**config.mk**
```make
export PLATFORM = sky130hd
export DESIGN_NAME = grc_queue
export DESIGN_NICKNAME = d
export VERILOG_FILES = /design/src/grc_pkg.sv /design/src/grc_queue.sv
export SDC_FILE = /design/constraint.sdc
export NUM_CORES = 1
export LEC_CHECK = 0
export ABC_AREA = 0
export BUFFER_PORTS_ARGS = -buffer_cell sky130_fd_sc_hd__buf_2
export CAP_MARGIN = 20
export CELL_PAD_IN_SITES_DETAIL_PLACEMENT = 1
export CELL_PAD_IN_SITES_GLOBAL_PLACEMENT = 2
export CORE_ASPECT_RATIO = 0.8
export CORE_MARGIN = 10
export CORE_UTILIZATION = 35
export DETAILED_ROUTE_END_ITERATION = 7
export GPL_TIMING_DRIVEN = 0
export PLACE_DENSITY = 0.85
export SYNTH_ARGS = -nofsm -noshare
export SYNTH_HDL_FRONTEND = slang
export SYNTH_SLANG_ARGS = --single-unit
```
**constraint.sdc**
```tcl
create_clock -name clk -period 6.4 [get_ports clk]
set_input_delay 0.32 -clock clk [delete_from_list [all_inputs] [get_ports clk]]
set_output_delay 0.32 -clock clk [all_outputs]
set_load 0.02 [all_outputs]
```
**src/grc_pkg.sv**
```systemverilog
package grc_pkg;

    localparam logic [1:0] CFG_LEFT_DZ   = 2'd0;
    localparam logic [1:0] CFG_RIGHT_DZ  = 2'd1;
    localparam logic [1:0] CFG_TRIG_TH   = 2'd2;
    localparam logic [1:0] CFG_BTN_MASK  = 2'd3;

    localparam logic [14:0] LEFT_DZ_RESET  = 15'd7849;
    localparam logic [14:0] RIGHT_DZ_RESET = 15'd8689;
    localparam logic [7:0]  TRIG_TH_RESET  = 8'd30;
    localparam logic [15:0] BTN_MASK_RESET = 16'd62463;

    localparam logic [7:0]  TRIG_FULL = 8'd255;
    localparam logic [15:0] LEVEL_MAX = 16'hFFFF;

    typedef struct packed {
        logic        conn;
        logic [15:0] pressed;
        logic [15:0] released;
        logic [63:0] sticks;
        logic [15:0] triggers;
    } job_t;

endpackage

```
**src/grc_queue.sv**
```systemverilog
module grc_queue (
    input  logic           clk,
    input  logic           rst_n,
    input  logic           push,
    input  grc_pkg::job_t  push_job,
    output logic           full,
    input  logic           pop,
    output logic           not_empty,
    output grc_pkg::job_t  pop_job
);
    import grc_pkg::*;

    job_t       slot_reg [2];
    logic       wr_ptr_reg, rd_ptr_reg;
    logic [1:0] count_reg;

    assign full      = (count_reg == 2'd2);
    assign not_empty = (count_reg != 2'd0);
    assign pop_job   = slot_reg[rd_ptr_reg];

    always_ff @(posedge clk)
    begin
        if (push)
        begin
            slot_reg[wr_ptr_reg] <= push_job;
        end
    end

    always_ff @(posedge clk or negedge rst_n)
    begin
        if (!rst_n)
        begin
            wr_ptr_reg <= 1'b0;
            rd_ptr_reg <= 1'b0;
            count_reg  <= 2'd0;
        end
        else
        begin
            if (push)
            begin
                wr_ptr_reg <= ~wr_ptr_reg;
            end
            if (pop)
            begin
                rd_ptr_reg <= ~rd_ptr_reg;
            end
            if (push && !pop)
            begin
                count_reg <= count_reg + 2'd1;
            end
            else if (pop && !push)
            begin
                count_reg <= count_reg - 2'd1;
            end
        end
    end

endmodule

```
==> impl_metrics.py, run 1 <==
metrics = {
    "clock_tree": {
        "clock_latency_ps": 510,
        "cts.sinks": 230,
        "numCtsBuffers": 24,
        "cts_buffer_depth": 3,
        "cts_root_buffer": "clkbuf_16",
        "cts_resized": 0,
        "path_clk_slew_ps": 60,
        "cts_max_level": 1,
        "cts_setup_buffers": 0,
        "cts_tree": "yes",
    },
    "die": {
        "core.rowCount": 51,
        "die_w_um": 195.2,
        "start_util": 0.3543,
        "dieArea_mm2": 0.03126,
        "coreArea_mm2": 0.02425,
        "ios": 232,
        "die_y_um": 160.1,
    },
    "global_route": {
        "antenna_found_initial": 1,
        "grt_first_pass_wirelength_um": 34530,
        "grt-ovfl-total": 0,
        "grt_pass1_vias": 5632,
        "grt_max_degree": 58,
        "grt.total_usage": 0.1397,
    },
    "placement": {
        "port_buffers": 231,
        "place_ws_ps": 4447,
        "hpwl_um": 14250,
        "gp_congestion": 0.7439,
    },
    "power": {
        "intPower_w": 0.003756,
        "comb_power_share": 0.341,
        "ir_drop_mv": 0.3161,
        "p_per_area_mw_per_mm2": 447.5,
        "seq_power_share": 0.379,
        "pwr-share-clk": 0.280,
        "swShare": 0.3158,
        "p_total_w": 0.005490,
        "leakage_nw": 4.839,
        "power.net_switching_w": 0.001734,
    },
    "worst_setup_path": {
        "crit_path_max_fanout": 10,
        "critical_path_class": "register to primary output",
        "crit_buf_inv": 4,
        "worstPathRequired_ps": 6080,
        "arrival_ps": 1860,
        "startpoint": "rd_ptr_reg$_DFFE_PN0P_",
        "crit_chain": "buf_6 > buf_8 > buf_6 > mux2_4 > buf_2",
        "critPathLaunchType": "register",
        "critical_path.endpoint_type": "primary output",
        "cpMostUsedCell": "buf_6",
        "r2r-start": "wr_ptr_reg$_DFFE_PN0P_",
        "crit_family": "buffers and inverters",
        "cp_slowest_cell": "dfrtp_1",
        "critical-path-max-stage-delay_ps": 340,
    },
    "sta": {
        "setup_viol": 0,
        "period_needed_ps": 2182,
        "slew_viol_final": 0,
        "layout_setup_ws_ps": 4218,
        "fmax_ghz": 0.4583,
        "grt_setup_unrepaired": "no",
        "finalHoldViolCount": 0,
        "tightest_slew_ps": 819.7,
        "finalCritPeriodShare": 0.3409,
        "maxSlewHeadroom": 0.4536,
        "clock_skew_ps": 12.04,
        "final.setup.tns_ps": 0,
    },
    "status": {
        "status": "complete, no violations",
    },
    "detailed_routing": {
        "drt_first_pass_iters": 4,
        "antenna_left": 0,
        "routedWlPerCell_um": 21.11,
        "dr_total_vias": 4880,
        "routed_via_density": 4.523,
        "drc": 0,
        "drtIter0Drc": 203,
        "routed_wl_um": 22780,
    },
    "min_path": {
        "hold_path.class": "input pin to register",
        "min_from": "push_job[72]",
    },
    "cells_and_area": {
        "nets": 860,
        "largest_register_ffs": 226,
        "syn_to_final_growth_pct": 42.77,
        "drive_gt1_frac": 0.5303,
        "finalCoreUtilization": 0.5059,
        "seqCellArea_mm2": 0.006887,
        "fill_cells": 2294,
        "multi_input_area_mm2": 0.001593,
    },
    "synth": {
        "synth_compound_area_frac": 0,
        "synthDistinctLibCells": 15,
        "ys.warnings.count": 0,
        "ys_ff_latch": 230,
        "synth_nets": 486,
        "synth_area_leader_cell": "edfxtp_1",
        "synthAdderAreaFrac": 0.001456,
        "postSynthAreaPerCell_um2": 23.35,
        "netlist.area_leader.share": 0.7899,
        "synth.top_cells.by_area": "edfxtp_1 79%, mux2_4 10%, mux2_2 6.9%",
        "synthMuxAreaShare": 0.1743,
        "synthSimpleGateAreaFrac": 0.003349,
        "synth_top_family_by_area": "multiplexers",
        "syn_area_mm2": 0.008592,
        "synth_cells": 368,
        "synthXorXnorAreaFrac": 0.005097,
        "ys_seq_area_frac": 0.8015,
    },
    "run": {
        "maxCapViolations": 0,
    },
}
-- final timing paths --
check / end / cells after the start / slack (ps)
worst min register to register: count_reg[1]$_DFFE_PN0P_ / 1 / 510
worst min-delay path: slot_reg[1][72]$_DFFE_PP_ / 1 / 30
worst max-delay path: pop_job[38] / 5 / 4220
worst max register to register: slot_reg[1][54]$_DFFE_PP_ / 2 / 4490
min in group asynchronous: count_reg[1]$_DFFE_PN0P_ / 2 / 160
max in group asynchronous: count_reg[0]$_DFFE_PN0P_ / 2 / 6110
-- synth_stat cells --
master	instances
edfxtp_1	226
mux2_4	60
mux2_2	53
buf_6	7
buf_2	5
dfrtp_1	4
xor2_1	4
nor2b_1	2
and2_1	1
buf_8	1
ha_1	1
inv_1	1
nor2_1	1
or2_2	1
xnor2_1	1
-- power by group through the flow --
stage                     sequential, W  clock [W]  combinational, W
after floorplan                 0.00212          0           0.00123
after global placement          0.00216          0           0.00174
after detailed placement        0.00211          0           0.00183
after CTS                       0.00208    0.00156           0.00190
after global routing            0.00211    0.00164           0.00200
final                           0.00208    0.00154           0.00187
-- metal layers --
metal | vias to the layer above | track usage | part of all wire
met5 | - | 0 | 0
met4 | 0 | 0.02807 | 0.017
met3 | 25 | 0.05210 | 0.086
met2 | 193 | 0.2495 | 0.51
met1 | 2451 | 0.1557 | 0.39
li1 | 2211 | - | -
-- logic make-up (layout without fill, tap and decap cells) --
group         count (synthesis)  in the layout
fa+ha+maj                     1              1
simple gates                  5              5
mux                         113            113
xor+xnor                      5              5
flops                       230            230
buf+inv                      14            406
other cells                   0              1
-- layout by cell type (no fill, tap or decap), drive strengths merged, types with 2 or more instances in the layout --
master,n
mux2,113
dfrtp,4
buf,249
nor2b,2
clkinv,11
clkinvlp,2
bufinv,6
clkbuf,25
dlygate4sd3,112
edfxtp,226
xor2,4
-- stage by stage --
step	std cells	area [um2]	hold slack, ps
after floorplan	368	8592	24.41
after global placement	917	10150	127.3
after detailed placement	922	10270	134.0
after CTS	1078	12260	0.04793
after global routing	1079	12270	1.273
final	1079	12270	25.41
-- final cells by class --
| cell class | count | share of cell area |
|---|---|---|
| clock inverters | 19 | 0.02009 |
| inverters | 1 | 0.0003060 |
| flip-flops and latches | 230 | 0.5614 |
| plain buffers | 13 | 0.009690 |
| repair buffers | 348 | 0.1950 |
| multi-input cells | 124 | 0.1298 |
| clock buffers | 25 | 0.05100 |
| diodes | 1 | 0.0002040 |
| well taps | 318 | 0.03244 |
-- what timing repair did --
| item | 4_1_cts | 5_1_grt |
|---|---|---|
| setup endpoints to repair | 0 | 0 |
| endpoints found under the hold margin | 224 | 0 |
| hold buffers | 112 | 0 |
-- worst reg2reg max path, stage by stage (launching register included) --
cell	delay (ps)
dfrtp_1	430
and2_4	710
buf_16	340
Power figures use the tool's default switching activity.
==> inputs of run 2 (changes only) <==
- ABC_AREA: 0 -> 1
- CORE_UTILIZATION: 35 -> 38
- PLACE_DENSITY: 0.85 -> 0.87
- clock period: 6.4 -> 2.2 ns (I/O delays scaled with it)
==> run 2 against run 1 <==
Critical path depth did not move. Sequential power rose to 2.9 times the previous value. Synthesized area rose by 0.20%. Non-clock buffer count rose by 6. Sequential share of layout area rose by 0.28 points. Utilization rose by 4.0 points. Critical endpoint is now pop_job[74]. Largest power group unchanged. Highest routed layer unchanged.
==> impl_metrics.py, run 2 <==
metrics = {
    "worst_setup_path": {
        "crit_chain": "buf_6 > buf_8 > buf_6 > mux2_4 > buf_2",
        "critPathLaunchType": "register",
        "critical_path_class": "register to primary output",
        "crit_buf_inv": 4,
        "critical-path-max-stage-delay_ps": 340,
        "cpMostUsedCell": "buf_6",
        "worstPathRequired_ps": 2090,
        "crit_family": "buffers and inverters",
        "arrival_ps": 1880,
        "cp_slowest_cell": "dfrtp_1",
        "crit_path_max_fanout": 10,
        "critical_path.endpoint_type": "primary output",
    },
    "sta": {
        "tightest_slew_ps": 828.7,
        "timing.hold.ws_ps": 329.6,
        "finalCritPeriodShare": 0.9023,
        "finalHoldViolCount": 0,
        "period_needed_ps": 1985,
        "slew_viol_final": 0,
        "grt_setup_unrepaired": "no",
        "layout_setup_ws_ps": 214.9,
        "clock_skew_ps": 17.17,
        "final.setup.tns_ps": 0,
        "fmax_ghz": 0.5038,
        "maxSlewHeadroom": 0.4464,
        "setup_viol": 0,
    },
    "cells_and_area": {
        "syn_to_final_growth_pct": 41.77,
        "final_cell_mix": "236 x buf_2, 226 x edfxtp_1, 117 x dlygate4sd3_1",
        "drive_gt1_frac": 0.5130,
        "largest_register_ffs": 226,
        "layout_commonest_cell": "buf_2",
        "finalCoreUtilization": 0.5454,
        "nets": 875,
        "fill_cells": 2095,
    },
    "detailed_routing": {
        "dr_total_vias": 4949,
        "routed_via_density": 4.587,
        "antenna_left": 0,
        "drt_first_pass_iters": 4,
        "routed_wl_um": 23390,
        "routedWlPerCell_um": 21.68,
        "drc": 0,
        "drtIter0Drc": 173,
    },
    "clock_tree": {
        "path_clk_slew_ps": 60,
        "cts_hold_buffers": 117,
        "cts_root_buffer": "clkbuf_16",
        "cts_tree": "yes",
        "cts.sinks": 230,
        "clock_latency_ps": 510,
        "cts_buffer_depth": 3,
        "cts_resized": 0,
        "cts_max_level": 1,
        "cts_setup_buffers": 0,
        "numCtsBuffers": 24,
    },
    "power": {
        "p_per_area_mw_per_mm2": 1270,
        "ir_drop_mv": 0.9616,
        "leakage_nw": 4.826,
    },
    "synth": {
        "ys.warnings.count": 0,
        "syn_area_mm2": 0.008610,
        "synth_edf_count": 226,
        "synthDistinctLibCells": 15,
        "ys.flop_type": "edfxtp_1",
        "postSynth.asyncResetShare": 0.01739,
        "synth_cells": 377,
        "ys_seq_area_frac": 0.7999,
        "synth_most_common_cell": "edfxtp_1",
        "postSynthAreaPerCell_um2": 22.84,
        "synth_common_cells": "226 x edfxtp_1, 60 x mux2_4, 53 x mux2_2",
        "synth.top_cells.by_area": "edfxtp_1 79%, mux2_4 10%, mux2_2 6.9%",
        "netlist.area_leader.share": 0.7883,
        "synth_nets": 495,
        "ys_ff_latch": 230,
        "synth_area_leader_cell": "edfxtp_1",
    },
    "global_route": {
        "grt_first_pass_wirelength_um": 35980,
        "grt_max_degree": 46,
        "grt-ovfl-total": 0,
        "antenna_found_initial": 1,
        "grt_pass1_vias": 5808,
        "grt.total_usage": 0.1573,
    },
    "die": {
        "dieArea_mm2": 0.02911,
        "core.rowCount": 49,
        "start_util": 0.3847,
        "die_w_um": 188.3,
        "die_y_um": 154.6,
        "ios": 232,
        "coreArea_mm2": 0.02238,
    },
    "placement": {
        "gp_congestion": 0.7431,
        "hpwl_um": 14680,
        "port_buffers": 231,
        "place_ws_ps": 185.5,
    },
    "min_path": {
        "hold_path.class": "input pin to register",
    },
    "status": {
        "status": "complete, no violations",
    },
    "run": {
        "maxCapViolations": 0,
    },
}
==> run 2: logic make-up after synthesis <==
logic type,share of synthesized area
simple gates,0.004796
mux,0.1740
fa+ha+maj,0.001453
xor+xnor,0.003052
buf+inv,0.01686
flops,0.7999
==> run 2: where the power goes <==
group / internal, W / switching, W / total, W
sequential: 0.00581 / 0.000249 / 0.00606
clock: 0.00230 / 0.00159 / 0.00389
combinational: 0.00236 / 0.00319 / 0.00555
total: 0.0105 / 0.00503 / 0.0155
==> run 2: worst reg2reg max path, stage by stage (launching register included) <==
cell and delay, ps:
dfrtp_1 430, nand2_2 100, clkinvlp_4 650, buf_12 480
==> run 2: per-layer routing <==
metal / routed length (um) / vias up / track usage
met3: 2216 / 23 / 0.06000
met5: 0 / - / 0
met2: 11410 / 224 / 0.2718
met1: 9402 / 2454 / 0.1824
li1: - / 2248 / -
met4: 361 / 0 / 0.03308
==> run 2: area by class of cell <==
cell class                      instances  area, um2  area share
Antenna cell                            1      2.502   0.0002050
Buffer                                 13      118.9    0.009739
Clock buffer                           32      651.9     0.05341
Clock inverter                          9      90.09    0.007381
Inverter                                7      30.03    0.002460
Multi-Input combinational cell        127       1588      0.1301
Sequential cell                       230       6887      0.5642
Tap cell                              306      382.9     0.03137
Timing Repair Buffer                  354       2455      0.2011
==> run 2: worst paths after layout <==
check                                         startpoint                         to  slack (ps)  depth (start not counted)
worst max-delay path              rd_ptr_reg$_DFFE_PN0P_                pop_job[74]         210                          5
worst min-delay path                         push_job[4]   slot_reg[1][4]$_DFFE_PP_         330                          2
worst max register to register    wr_ptr_reg$_DFFE_PN0P_  slot_reg[1][17]$_DFFE_PP_         240                          3
worst min register to register  count_reg[1]$_DFFE_PN0P_   count_reg[1]$_DFFE_PN0P_         510                          2
max in group asynchronous                          rst_n     wr_ptr_reg$_DFFE_PN0P_        1510                          3
min in group asynchronous                          rst_n     rd_ptr_reg$_DFFE_PN0P_         510                          3
==> run 2: metrics by stage <==
step                cell area (um2)  instances  power, W
floorplan                      8623        377  0.009694
global placement              10160        914   0.01127
detailed placement            10290        920   0.01151
CTS                           12200       1078   0.01560
global route                  12210       1079   0.01624
finish                        12210       1079   0.01550
